--- src/vcra_pkg.sv ---
`default_nettype none
// ---------------------------------------------------------------------------
// vcra_pkg
// Shared sizes, codes and helpers for the virtual-channel router allocator.
// ---------------------------------------------------------------------------
package vcra_pkg;

   localparam int NUM_PORTS = 5;
   localparam int NUM_VCS   = 4;
   localparam int BUF_DEPTH = 4;

   localparam int PW  = $clog2(NUM_PORTS);
   localparam int VCW = (NUM_VCS > 1) ? $clog2(NUM_VCS) : 1;
   localparam int HW  = (BUF_DEPTH > 1) ? $clog2(BUF_DEPTH) : 1;
   localparam int CW  = $clog2(BUF_DEPTH + 1);
   localparam int NUM_SLOTS = NUM_PORTS * NUM_VCS * BUF_DEPTH;
   localparam int AW  = (NUM_SLOTS > 1) ? $clog2(NUM_SLOTS) : 1;

   // flit slot: route(3) type(2) tag(16)
   localparam int FLIT_W = 21;
   localparam int CRED_W = 5;

   localparam logic [CRED_W-1:0] DEPTH_RESET = 5'd4;
   localparam logic [2:0]        LOCAL_RESET = 3'd0;

   // event kinds
   localparam logic [1:0] KIND_TICK   = 2'd0;
   localparam logic [1:0] KIND_FLIT   = 2'd1;
   localparam logic [1:0] KIND_CREDIT = 2'd2;

   // flit types
   localparam logic [1:0] TYPE_HEAD = 2'd0;
   localparam logic [1:0] TYPE_TAIL = 2'd2;

   // register indexes
   localparam logic CSR_DEPTH = 1'b0;
   localparam logic CSR_LOCAL = 1'b1;

   typedef enum logic [2:0] {
      ST_IDLE,
      ST_SEND_RD,
      ST_SEND_OUT,
      ST_SW_ALLOC,
      ST_VC_RD,
      ST_VC_ALLOC
   } state_type;

   // ring increment of a VC pointer; s < 2*NUM_VCS
   function automatic logic [VCW-1:0] wrap_vc(input logic [VCW:0] s);
      logic [VCW:0] r;
      r = (s >= (VCW+1)'(NUM_VCS)) ? s - (VCW+1)'(NUM_VCS) : s;
      return r[VCW-1:0];
   endfunction

   // flit store address of one slot
   function automatic logic [AW-1:0] flit_addr(input logic [PW-1:0] p,
                                               input logic [VCW-1:0] v,
                                               input logic [HW-1:0] s);
      return (AW'(p) * AW'(NUM_VCS) + AW'(v)) * AW'(BUF_DEPTH) + AW'(s);
   endfunction

endpackage
`default_nettype wire

--- src/vcra_ram.sv ---
`default_nettype none
// ---------------------------------------------------------------------------
// vcra_ram
// Generic single-write, single-read RAM with registered read data.
// ---------------------------------------------------------------------------
module vcra_ram #(
   parameter int WIDTH = 8,
   parameter int DEPTH = 16
) (
   input  wire logic                     clock,
   input  wire logic                     wr_en,
   input  wire logic [$clog2(DEPTH)-1:0] wr_addr,
   input  wire logic [WIDTH-1:0]         wr_data,
   input  wire logic                     rd_en,
   input  wire logic [$clog2(DEPTH)-1:0] rd_addr,
   output logic      [WIDTH-1:0]         rd_data
);

   logic [WIDTH-1:0] mem [DEPTH];

   always_ff @(posedge clock) begin
      if (wr_en) begin
         mem[wr_addr] <= wr_data;
      end
      if (rd_en) begin
         rd_data <= mem[rd_addr];
      end
   end

endmodule
`default_nettype wire

--- src/vc_router_allocator_core.sv ---
`default_nettype none
// ---------------------------------------------------------------------------
// vc_router_allocator_core
// Input-buffered VC router core: per-VC flit FIFOs in one RAM, credit flow
// control, round-robin switch allocation and lowest-free VC allocation.
// ---------------------------------------------------------------------------
//   channel | direction | transfer
//   req_    | in        | one event: tick, flit arrival or credit arrival
//   rsp_    | out       | one sent flit with its returned credit
//   csr_    | in        | register write, no wait
//
// Flit and credit events do not raise req_stall. After its transfer a tick
// holds req_stall while it walks the ports to send granted flits, runs
// switch allocation and walks the ports again for VC allocation; the walks
// are set by the single read port of the flit store RAM, which is read once
// per sent flit and once per VC allocation request.
// Reset (synchronous) empties all FIFOs, drops routes and grants and loads
// every credit counter with the depth reset value; no clearing pass.
// A stalled result holds the send walk; events wait while a tick runs.
module vc_router_allocator_core (
   input  wire logic        clock,
   input  wire logic        reset,
   input  wire logic        req_valid,
   output logic             req_stall,
   input  wire logic [1:0]  req_kind,
   input  wire logic [2:0]  req_port,
   input  wire logic [1:0]  req_vchan,
   input  wire logic [1:0]  req_flit_type,
   input  wire logic [15:0] req_flit_tag,
   input  wire logic [2:0]  req_route_port,
   output logic             rsp_valid,
   input  wire logic        rsp_stall,
   output logic [2:0]       rsp_out_port,
   output logic [1:0]       rsp_out_vchan,
   output logic [15:0]      rsp_sent_tag,
   output logic [1:0]       rsp_sent_type,
   output logic [2:0]       rsp_credit_port,
   output logic [1:0]       rsp_credit_vchan,
   output logic             rsp_last,
   input  wire logic        csr_wr_en,
   input  wire logic        csr_index,
   input  wire logic [4:0]  csr_wr_data
);

   localparam int NP  = vcra_pkg::NUM_PORTS;
   localparam int NV  = vcra_pkg::NUM_VCS;
   localparam int BD  = vcra_pkg::BUF_DEPTH;
   localparam int PW  = vcra_pkg::PW;
   localparam int VCW = vcra_pkg::VCW;
   localparam int HW  = vcra_pkg::HW;
   localparam int CW  = vcra_pkg::CW;
   localparam int AW  = vcra_pkg::AW;
   localparam int FW  = vcra_pkg::FLIT_W;
   localparam int RW  = vcra_pkg::CRED_W;

   vcra_pkg::state_type state_ff, state_in;

   logic [PW-1:0]  idx_ff, idx_in;
   logic [NP-1:0]  send_mask_ff, send_mask_in;
   logic [VCW-1:0] vc_sel_ff, vc_sel_in;

   logic [CW-1:0]  cnt_ff   [NP][NV], cnt_in   [NP][NV];
   logic [HW-1:0]  head_ff  [NP][NV], head_in  [NP][NV];
   logic           rt_vld_ff[NP][NV], rt_vld_in[NP][NV];
   logic [PW-1:0]  rt_port_ff[NP][NV], rt_port_in[NP][NV];
   logic [VCW-1:0] rt_vc_ff [NP][NV], rt_vc_in [NP][NV];
   logic [RW-1:0]  cred_ff  [NP][NV], cred_in  [NP][NV];

   logic           gnt_vld_ff [NP], gnt_vld_in [NP];
   logic [VCW-1:0] gnt_invc_ff[NP], gnt_invc_in[NP];
   logic [PW-1:0]  gnt_port_ff[NP], gnt_port_in[NP];
   logic [VCW-1:0] gnt_vc_ff  [NP], gnt_vc_in  [NP];

   logic [VCW-1:0] vptr_ff[NP], vptr_in[NP];
   logic [VCW-1:0] sin_ff [NP], sin_in [NP];
   logic [VCW-1:0] sout_ff[NP], sout_in[NP];

   logic [RW-1:0]  cfg_depth_ff, cfg_depth_in;
   logic [2:0]     cfg_local_ff, cfg_local_in;

   logic           rsp_valid_ff, rsp_valid_in;
   logic [2:0]     out_port_ff;
   logic [1:0]     out_vchan_ff;
   logic [15:0]    sent_tag_ff;
   logic [1:0]     sent_type_ff;
   logic [2:0]     credit_port_ff;
   logic [1:0]     credit_vchan_ff;
   logic           last_ff;
   logic           rsp_load;
   logic           last_next;

   logic           ram_we, ram_re;
   logic [AW-1:0]  ram_waddr, ram_raddr;
   logic [FW-1:0]  ram_wdata, ram_rdata;

   logic           req_xfer, out_free, idx_last, send_go;
   logic           vc_found;
   logic [VCW-1:0] vc_cand;

   // flit store
   vcra_ram #(.WIDTH(FW), .DEPTH(vcra_pkg::NUM_SLOTS)) u_flit_store (
      .clock   (clock),
      .wr_en   (ram_we),
      .wr_addr (ram_waddr),
      .wr_data (ram_wdata),
      .rd_en   (ram_re),
      .rd_addr (ram_raddr),
      .rd_data (ram_rdata)
   );

   assign req_stall = (state_ff != vcra_pkg::ST_IDLE);
   assign req_xfer  = req_valid && !req_stall;
   assign out_free  = !rsp_valid_ff || !rsp_stall;
   assign idx_last  = (idx_ff == PW'(NP - 1));
   assign send_go   = send_mask_ff[idx_ff];

   // later senders in this tick
   always_comb begin
      last_next = 1'b1;
      for (int j = 0; j < NP; j++) begin
         if (j > int'(idx_ff) && send_mask_ff[j]) begin
            last_next = 1'b0;
         end
      end
   end

   // VC allocation candidate of the current port
   always_comb begin
      logic [VCW-1:0] v;
      vc_found = 1'b0;
      vc_cand  = '0;
      for (int i = 0; i < NV; i++) begin
         v = vcra_pkg::wrap_vc((VCW+1)'(vptr_ff[idx_ff]) + (VCW+1)'(i));
         if (!vc_found && !rt_vld_ff[idx_ff][v] && cnt_ff[idx_ff][v] != '0) begin
            vc_found = 1'b1;
            vc_cand  = v;
         end
      end
   end

   // next state
   always_comb begin
      state_in = state_ff;
      case (state_ff)
         vcra_pkg::ST_IDLE: begin
            if (req_xfer && req_kind == vcra_pkg::KIND_TICK) begin
               state_in = vcra_pkg::ST_SEND_RD;
            end
         end
         vcra_pkg::ST_SEND_RD: begin
            if (send_go) begin
               state_in = vcra_pkg::ST_SEND_OUT;
            end else if (idx_last) begin
               state_in = vcra_pkg::ST_SW_ALLOC;
            end
         end
         vcra_pkg::ST_SEND_OUT: begin
            if (out_free) begin
               state_in = idx_last ? vcra_pkg::ST_SW_ALLOC : vcra_pkg::ST_SEND_RD;
            end
         end
         vcra_pkg::ST_SW_ALLOC: begin
            state_in = vcra_pkg::ST_VC_RD;
         end
         vcra_pkg::ST_VC_RD: begin
            if (vc_found) begin
               state_in = vcra_pkg::ST_VC_ALLOC;
            end else if (idx_last) begin
               state_in = vcra_pkg::ST_IDLE;
            end
         end
         vcra_pkg::ST_VC_ALLOC: begin
            state_in = idx_last ? vcra_pkg::ST_IDLE : vcra_pkg::ST_VC_RD;
         end
         default: begin
            state_in = vcra_pkg::ST_IDLE;
         end
      endcase
   end

   // datapath and state updates
   always_comb begin
      logic [CW:0]    slot_sum;
      logic [HW:0]    head_nx;
      logic [PW-1:0]  gp, rp_c;
      logic [VCW-1:0] gv, iv, v, vc;
      logic           req_ok [NP];
      logic [VCW-1:0] req_v  [NP];
      logic           sel_found, free_found;
      logic [PW-1:0]  sel;
      logic [VCW-1:0] sel_vc, free_vc;
      logic [NV-1:0]  used;
      logic [PW-1:0]  o;
      logic [PW-1:0]  ep;
      logic [VCW-1:0] ev;

      idx_in       = idx_ff;
      send_mask_in = send_mask_ff;
      vc_sel_in    = vc_sel_ff;
      cnt_in       = cnt_ff;
      head_in      = head_ff;
      rt_vld_in    = rt_vld_ff;
      rt_port_in   = rt_port_ff;
      rt_vc_in     = rt_vc_ff;
      cred_in      = cred_ff;
      gnt_vld_in   = gnt_vld_ff;
      gnt_invc_in  = gnt_invc_ff;
      gnt_port_in  = gnt_port_ff;
      gnt_vc_in    = gnt_vc_ff;
      vptr_in      = vptr_ff;
      sin_in       = sin_ff;
      sout_in      = sout_ff;
      cfg_depth_in = cfg_depth_ff;
      cfg_local_in = cfg_local_ff;
      ram_we       = 1'b0;
      ram_re       = 1'b0;
      ram_waddr    = '0;
      ram_raddr    = '0;
      ram_wdata    = '0;
      rsp_load     = 1'b0;
      ep           = PW'(req_port);
      ev           = VCW'(req_vchan);

      // register writes
      if (csr_wr_en) begin
         case (csr_index)
            vcra_pkg::CSR_DEPTH: cfg_depth_in = csr_wr_data;
            vcra_pkg::CSR_LOCAL: cfg_local_in = csr_wr_data[2:0];
            default: ;
         endcase
      end

      case (state_ff)
         vcra_pkg::ST_IDLE: begin
            if (req_xfer) begin
               case (req_kind)
                  vcra_pkg::KIND_TICK: begin
                     for (int p = 0; p < NP; p++) begin
                        send_mask_in[p] = gnt_vld_ff[p]
                           && cred_ff[gnt_port_ff[p]][gnt_vc_ff[p]] != '0
                           && cnt_ff[p][gnt_invc_ff[p]] != '0;
                     end
                     idx_in = '0;
                  end
                  vcra_pkg::KIND_FLIT: begin
                     if (int'(req_port) < NP && int'(req_vchan) < NV
                         && cnt_ff[ep][ev] < CW'(BD)) begin
                        slot_sum = (CW+1)'(head_ff[ep][ev]) + (CW+1)'(cnt_ff[ep][ev]);
                        if (slot_sum >= (CW+1)'(BD)) begin
                           slot_sum = slot_sum - (CW+1)'(BD);
                        end
                        rp_c = (int'(req_route_port) >= NP) ? PW'(NP - 1)
                                                             : PW'(req_route_port);
                        ram_we    = 1'b1;
                        ram_waddr = vcra_pkg::flit_addr(ep, ev, HW'(slot_sum));
                        ram_wdata = {3'(rp_c), req_flit_type, req_flit_tag};
                        cnt_in[ep][ev] = cnt_ff[ep][ev] + CW'(1);
                     end
                  end
                  vcra_pkg::KIND_CREDIT: begin
                     if (int'(req_port) < NP && int'(req_vchan) < NV
                         && cred_ff[ep][ev] < cfg_depth_ff) begin
                        cred_in[ep][ev] = cred_ff[ep][ev] + RW'(1);
                     end
                  end
                  default: ;
               endcase
            end
         end

         // read the front flit of a granted VC
         vcra_pkg::ST_SEND_RD: begin
            iv = gnt_invc_ff[idx_ff];
            if (send_go) begin
               ram_re    = 1'b1;
               ram_raddr = vcra_pkg::flit_addr(idx_ff, iv, head_ff[idx_ff][iv]);
            end else begin
               idx_in = idx_last ? '0 : idx_ff + PW'(1);
            end
         end

         // hand the flit to the output register and pop it
         vcra_pkg::ST_SEND_OUT: begin
            iv = gnt_invc_ff[idx_ff];
            gp = gnt_port_ff[idx_ff];
            gv = gnt_vc_ff[idx_ff];
            if (out_free) begin
               rsp_load = 1'b1;
               head_nx  = (HW+1)'(head_ff[idx_ff][iv]) + (HW+1)'(1);
               head_in[idx_ff][iv] = (head_nx == (HW+1)'(BD)) ? '0 : HW'(head_nx);
               cnt_in[idx_ff][iv]  = cnt_ff[idx_ff][iv] - CW'(1);
               if (3'(gp) != cfg_local_ff) begin
                  cred_in[gp][gv] = cred_ff[gp][gv] - RW'(1);
               end
               if (ram_rdata[17:16] == vcra_pkg::TYPE_TAIL) begin
                  rt_vld_in[idx_ff][iv] = 1'b0;
               end
               idx_in = idx_last ? '0 : idx_ff + PW'(1);
            end
         end

         // round-robin switch allocation
         vcra_pkg::ST_SW_ALLOC: begin
            for (int p = 0; p < NP; p++) begin
               req_ok[p] = 1'b0;
               req_v[p]  = '0;
               for (int i = 0; i < NV; i++) begin
                  v = vcra_pkg::wrap_vc((VCW+1)'(sin_ff[p]) + (VCW+1)'(i));
                  if (!req_ok[p] && rt_vld_ff[p][v] && cnt_ff[p][v] != '0) begin
                     req_ok[p] = 1'b1;
                     req_v[p]  = v;
                  end
               end
            end
            for (int p = 0; p < NP; p++) begin
               gnt_vld_in[p] = 1'b0;
            end
            for (int oi = 0; oi < NP; oi++) begin
               sel_found = 1'b0;
               sel       = '0;
               sel_vc    = '0;
               for (int i = 0; i < NV; i++) begin
                  vc = vcra_pkg::wrap_vc((VCW+1)'(sout_ff[oi]) + (VCW+1)'(i));
                  for (int p = 0; p < NP; p++) begin
                     if (!sel_found && req_ok[p]
                         && rt_port_ff[p][req_v[p]] == PW'(oi)
                         && rt_vc_ff[p][req_v[p]] == vc) begin
                        sel_found = 1'b1;
                        sel       = PW'(p);
                        sel_vc    = vc;
                     end
                  end
               end
               if (sel_found) begin
                  gnt_vld_in[sel]  = 1'b1;
                  gnt_invc_in[sel] = req_v[sel];
                  gnt_port_in[sel] = PW'(oi);
                  gnt_vc_in[sel]   = sel_vc;
                  sin_in[sel]  = vcra_pkg::wrap_vc((VCW+1)'(sin_ff[sel]) + (VCW+1)'(1));
                  sout_in[oi]  = vcra_pkg::wrap_vc((VCW+1)'(sel_vc) + (VCW+1)'(1));
               end
            end
            idx_in = '0;
         end

         // look up the front flit of the candidate VC
         vcra_pkg::ST_VC_RD: begin
            if (vc_found) begin
               ram_re    = 1'b1;
               ram_raddr = vcra_pkg::flit_addr(idx_ff, vc_cand, head_ff[idx_ff][vc_cand]);
               vc_sel_in = vc_cand;
            end else begin
               idx_in = idx_last ? '0 : idx_ff + PW'(1);
            end
         end

         // head flit takes the lowest free VC of its route port
         vcra_pkg::ST_VC_ALLOC: begin
            o    = PW'(ram_rdata[20:18]);
            used = '0;
            for (int q = 0; q < NP; q++) begin
               for (int w = 0; w < NV; w++) begin
                  if (rt_vld_ff[q][w] && rt_port_ff[q][w] == o) begin
                     used[rt_vc_ff[q][w]] = 1'b1;
                  end
               end
            end
            free_found = 1'b0;
            free_vc    = '0;
            for (int w = 0; w < NV; w++) begin
               if (!free_found && !used[w]) begin
                  free_found = 1'b1;
                  free_vc    = VCW'(w);
               end
            end
            if (ram_rdata[17:16] == vcra_pkg::TYPE_HEAD && free_found) begin
               rt_vld_in[idx_ff][vc_sel_ff]  = 1'b1;
               rt_port_in[idx_ff][vc_sel_ff] = o;
               rt_vc_in[idx_ff][vc_sel_ff]   = free_vc;
               vptr_in[idx_ff] = vcra_pkg::wrap_vc((VCW+1)'(vptr_ff[idx_ff]) + (VCW+1)'(1));
            end
            idx_in = idx_last ? '0 : idx_ff + PW'(1);
         end

         default: ;
      endcase
   end

   // output register valid
   always_comb begin
      rsp_valid_in = rsp_valid_ff;
      if (rsp_load) begin
         rsp_valid_in = 1'b1;
      end else if (rsp_valid_ff && !rsp_stall) begin
         rsp_valid_in = 1'b0;
      end
   end

   // control and state registers
   always_ff @(posedge clock) begin
      if (reset) begin
         state_ff     <= vcra_pkg::ST_IDLE;
         idx_ff       <= '0;
         send_mask_ff <= '0;
         vc_sel_ff    <= '0;
         rsp_valid_ff <= 1'b0;
         cfg_depth_ff <= vcra_pkg::DEPTH_RESET;
         cfg_local_ff <= vcra_pkg::LOCAL_RESET;
         for (int p = 0; p < NP; p++) begin
            gnt_vld_ff[p] <= 1'b0;
            vptr_ff[p]    <= '0;
            sin_ff[p]     <= '0;
            sout_ff[p]    <= '0;
            for (int w = 0; w < NV; w++) begin
               cnt_ff[p][w]    <= '0;
               head_ff[p][w]   <= '0;
               rt_vld_ff[p][w] <= 1'b0;
               cred_ff[p][w]   <= vcra_pkg::DEPTH_RESET;
            end
         end
      end else begin
         state_ff     <= state_in;
         idx_ff       <= idx_in;
         send_mask_ff <= send_mask_in;
         vc_sel_ff    <= vc_sel_in;
         rsp_valid_ff <= rsp_valid_in;
         cfg_depth_ff <= cfg_depth_in;
         cfg_local_ff <= cfg_local_in;
         gnt_vld_ff   <= gnt_vld_in;
         vptr_ff      <= vptr_in;
         sin_ff       <= sin_in;
         sout_ff      <= sout_in;
         cnt_ff       <= cnt_in;
         head_ff      <= head_in;
         rt_vld_ff    <= rt_vld_in;
         cred_ff      <= cred_in;
      end
   end

   // payload registers
   always_ff @(posedge clock) begin
      rt_port_ff  <= rt_port_in;
      rt_vc_ff    <= rt_vc_in;
      gnt_invc_ff <= gnt_invc_in;
      gnt_port_ff <= gnt_port_in;
      gnt_vc_ff   <= gnt_vc_in;
      if (rsp_load) begin
         out_port_ff     <= 3'(gnt_port_ff[idx_ff]);
         out_vchan_ff    <= 2'(gnt_vc_ff[idx_ff]);
         sent_tag_ff     <= ram_rdata[15:0];
         sent_type_ff    <= ram_rdata[17:16];
         credit_port_ff  <= 3'(idx_ff);
         credit_vchan_ff <= 2'(gnt_invc_ff[idx_ff]);
         last_ff         <= last_next;
      end
   end

   assign rsp_valid        = rsp_valid_ff;
   assign rsp_out_port     = out_port_ff;
   assign rsp_out_vchan    = out_vchan_ff;
   assign rsp_sent_tag     = sent_tag_ff;
   assign rsp_sent_type    = sent_type_ff;
   assign rsp_credit_port  = credit_port_ff;
   assign rsp_credit_vchan = credit_vchan_ff;
   assign rsp_last         = last_ff;

endmodule
`default_nettype wire

--- config.mk ---
export PLATFORM = sky130hd
export DESIGN_NAME = vc_router_allocator_core
export DESIGN_NICKNAME = d
export VERILOG_FILES = /design/src/vcra_pkg.sv /design/src/vcra_ram.sv /design/src/vc_router_allocator_core.sv
export SDC_FILE = /design/constraint.sdc
export NUM_CORES = 2
export LEC_CHECK = 0
export ABC_AREA = 1
export BUFFER_PORTS_ARGS = -buffer_cell sky130_fd_sc_hd__buf_2
export CAP_MARGIN = 15
export CORE_UTILIZATION = 54
export CTS_CLUSTER_SIZE = 16
export DETAILED_ROUTE_END_ITERATION = 6
export GPL_TIMING_DRIVEN = 0
export PLACE_DENSITY = 0.7
export SYNTH_ARGS = -nofsm -noshare
export SYNTH_HDL_FRONTEND = slang
export SYNTH_SLANG_ARGS = --single-unit
--- constraint.sdc ---
create_clock -name clock -period 13.2 [get_ports clock]
set_input_delay 1.32 -clock clock [delete_from_list [all_inputs] [get_ports clock]]
set_output_delay 1.32 -clock clock [all_outputs]
set_load 0.005 [all_outputs]
==> results.ini <==
[route]
drt-pass1-iter-count = 7
antenna_left = 0
drt-total-wl_um = 402000
drt_iter0_drc = 14698
wl_per_cell_um = 30.8
num_vias = 86531
drcViolationCount = 2
via_per_inst = 6.62

[grt]
grt.met2_usage = 0.633
grt_pass1_vias = 79352
grt_use_total = 0.412
met3_usage = 0.0920
grt_use_met1 = 0.529
grt_start_max_net_pins = 48
overflow = 0
grt_pass1_wl_um = 562000
grt-busiest-layer = met2
antenna_found_initial = 18

[power_and_ir_drop]
power_frac_comb = 0.142
internal_power_mw = 11.3
p_switching_mw = 4.57
p_leak_nw = 40.3
p_sw_frac = 0.288
power_frac_clock = 0.388
seqPwrFrac = 0.470
ir_drop_uv = 239
cellPowerDensity_nw_per_um2 = 138

[synth]
syn_inst = 9950
synth_edf_count = 1865
synth_warnings = 0
postSynth.asyncResetShare = 0
syn_nets = 10002
yosysSeqAreaShare = 0.607
synth_flop_cell = edfxtp_1
syn_area_um2 = 101000
synth-seq-cells = 2142
avgSynthCellArea_um2 = 10.2
synth_cell_type_count = 88

[final_layout]
syn2layout_area_growth_pct = 13.6
final_nets = 10443
fin_util = 0.620
multi_input_area_um2 = 34500
fillerInstances = 15019
regArea_um2 = 61500
drive_above_1_share = 0.126

[cts]
clkSlewWorstSetupHoldPaths_ns = 0.06
cts_resized = 0
numCtsBuffers = 212
cts_setup_buffers = 0
cts_max_path_buffers = 3
cts_tree = yes
ctsHtreeMaxLevel = 4
cts-hold-fix-buffers = 0
root_buffer = clkbuf_16
cts.sinks = 2142
clock_latency_ns = 0.91

[sta]
hold_viol = 0
fmax_ghz = 0.110
min_period_over_period = 0.692
fin_skew_ns = 0.0940
tns_ns = 0
finalSetupViolations = 0
rsz0062_at_grt = no
relSlewSlack = 0.0330
worst_slew_pin_slew_ns = 1.45
period_minus_slack_ns = 9.13
slew_violations = 0

[setup_path]
startpoint_type = input pin
crit_path_end_kind = flip-flop
required_ns = 13.77
crit_fanout = 14
path_class = input pin to flip-flop
rr_worst_depth = 32
cp.arrival_ns = 9.70

[min_path]
holdPathStages = 0
hold_class = flip-flop to flip-flop

[placed_design]
dp_hpwl_um = 291000
portBuffers = 66
routabilityCongestion = 1.09

[die]
std_cell_rows = 158
die-area_um2 = 189000
ios = 70
die_w_um = 435
core_area_um2 = 186000
die_h_um = 435
initial_core_util = 0.545

[run]
maxCapViolCount = 0

[outcome]
status = finished, violations left
violations = design-rule violations

[path summary, 6_finish.rpt]
check	from	slack [ns]	endpoint
min	u_flit_store.rd_data[14]$_DFFE_PP_	0.41	rsp_sent_tag[14]$_DFFE_PP_
min reg2reg	u_flit_store.rd_data[14]$_DFFE_PP_	0.41	rsp_sent_tag[14]$_DFFE_PP_
max reg2reg	idx_ff[1]$_SDFFE_PP0P_	4.58	u_flit_store.rd_data[14]$_DFFE_PP_
max	req_port[0]	4.07	u_flit_store.mem[29][19]$_DFFE_PP_
[cell usage after synthesis (all sizes together), types with 17 or more instances]
cell type  instances  area share
edfxtp          1865        0.55
xor2              65      0.0062
clkinv            19     0.00070
dfxtp            277       0.055
clkbuf           438       0.016
nor4              20      0.0014
a22oi             17      0.0013
nor3             112      0.0061
a211oi            40      0.0030
o21ai           1187       0.059
nand4             90      0.0069
nand3            764       0.040
nor2            1222       0.048
o31ai             28      0.0021
nand2           1037       0.041
buf              128      0.0074
o221ai           351       0.030
a21oi            385       0.019
o32ai             82      0.0071
inv              861       0.032
o211ai           122      0.0091
or2              348       0.021
o22ai            303       0.019
a221oi            35      0.0030
[layout make-up]
type	instances	share of cell area
Clock buffer	260	0.0481
Multi-Input combinational cell	6362	0.300
Timing Repair Buffer	227	0.0281
Sequential cell	2142	0.535
Inverter	880	0.0287
Tap cell	2480	0.0270
Clock inverter	135	0.0128
Buffer	566	0.0208
Antenna cell	10	0.000217
[flip-flops by register name (all words and copies together), names as in the netlist, 15 cells and up]
| register | flops |
|---|---|
| u_flit_store.mem | 1680 |
| cred_ff | 100 |
| cnt_ff | 60 |
| rt_port_ff | 60 |
| head_ff | 40 |
| rt_vc_ff | 40 |
| u_flit_store.rd_data | 21 |
| rt_vld_ff | 20 |
| rsp_sent_tag | 16 |
| gnt_port_ff | 15 |
[cell usage in the layout, fill, tap and decap left out, drive strengths merged, types with 14 or more instances in the layout]
cell type  netlist  routed
inv            861     867
a22oi           17      17
clkinv          19     119
nand4           90      90
nor4            20      20
a221oi          35      35
nor3           112     112
a21oi          385     385
nor2          1222    1222
xor2            65      65
clkbuf         438     698
o32ai           82      82
or2            348     348
o31ai           28      28
a211oi          40      40
o221ai         351     351
dfxtp          277     277
nand3          764     764
buf            128     355
o21ai         1187    1187
nand2         1037    1037
nand3b          14      14
o21a            14      14
bufinv           0      21
edfxtp        1865    1865
xnor2           16      16
o211ai         122     122
o22ai          303     303
[stage by stage]
step / worst slack, ns / total power, mW / cell area [um2] / cells / hold WS, ns
floorplan: 6.38 / 8.66 / 101000 / 9950 / 0.400
global placement: 0.611 / 9.63 / 105000 / 12496 / 0.405
detailed placement: 3.82 / 9.68 / 108000 / 12650 / 0.405
CTS: 4.72 / 15.7 / 115000 / 13045 / 0.416
global route: 4.39 / 16.1 / 115000 / 13053 / 0.425
finish: 4.07 / 15.8 / 115000 / 13062 / 0.414
[metal layers]
layer	routed length, um	part of all wire	vias up
li1	-	-	36991
met1	143000	0.36	41431
met2	178000	0.44	6724
met3	49500	0.12	1375
met4	31100	0.077	10
met5	76	0.00019	-
[power groups by stage]
stage | clock [mW] | combinational, mW | sequential, mW
floorplan | 0 | 1.08 | 7.58
global placement | 0 | 2.01 | 7.62
detailed placement | 0 | 2.09 | 7.59
CTS | 6.14 | 2.10 | 7.45
global route | 6.39 | 2.25 | 7.45
finish | 6.15 | 2.25 | 7.45
[cells by family after synthesis]
| group | Yosys count | synth area share |
|---|---|---|
| xor gates and xnor gates | 81 | 0.00756 |
| adders and majority gates | 13 | 0.00161 |
| DFF | 2142 | 0.607 |
| AOI/OAI and AO/OA | 2648 | 0.161 |
| and+or+nand+nor | 3619 | 0.166 |
| muxes | 1 | 0.0000988 |
| buffers and inverters | 1446 | 0.0562 |
[worst max-delay path, stage by stage]
cell,delay (ns)
clkbuf_1,0.46
nor2_1,0.42
inv_1,0.33
clkbuf_1,0.81
buf_1,0.80
clkbuf_1,0.97
o22ai_1,0.14
a211oi_1,0.35
o22a_1,0.26
o221ai_1,0.19
clkbuf_1,0.46
ha_1,0.37
xor2_1,0.40
and3_1,0.26
nand2_1,0.79
nor2_2,1.07
buf_8,0.25
(Power assumes the default switching activity.)
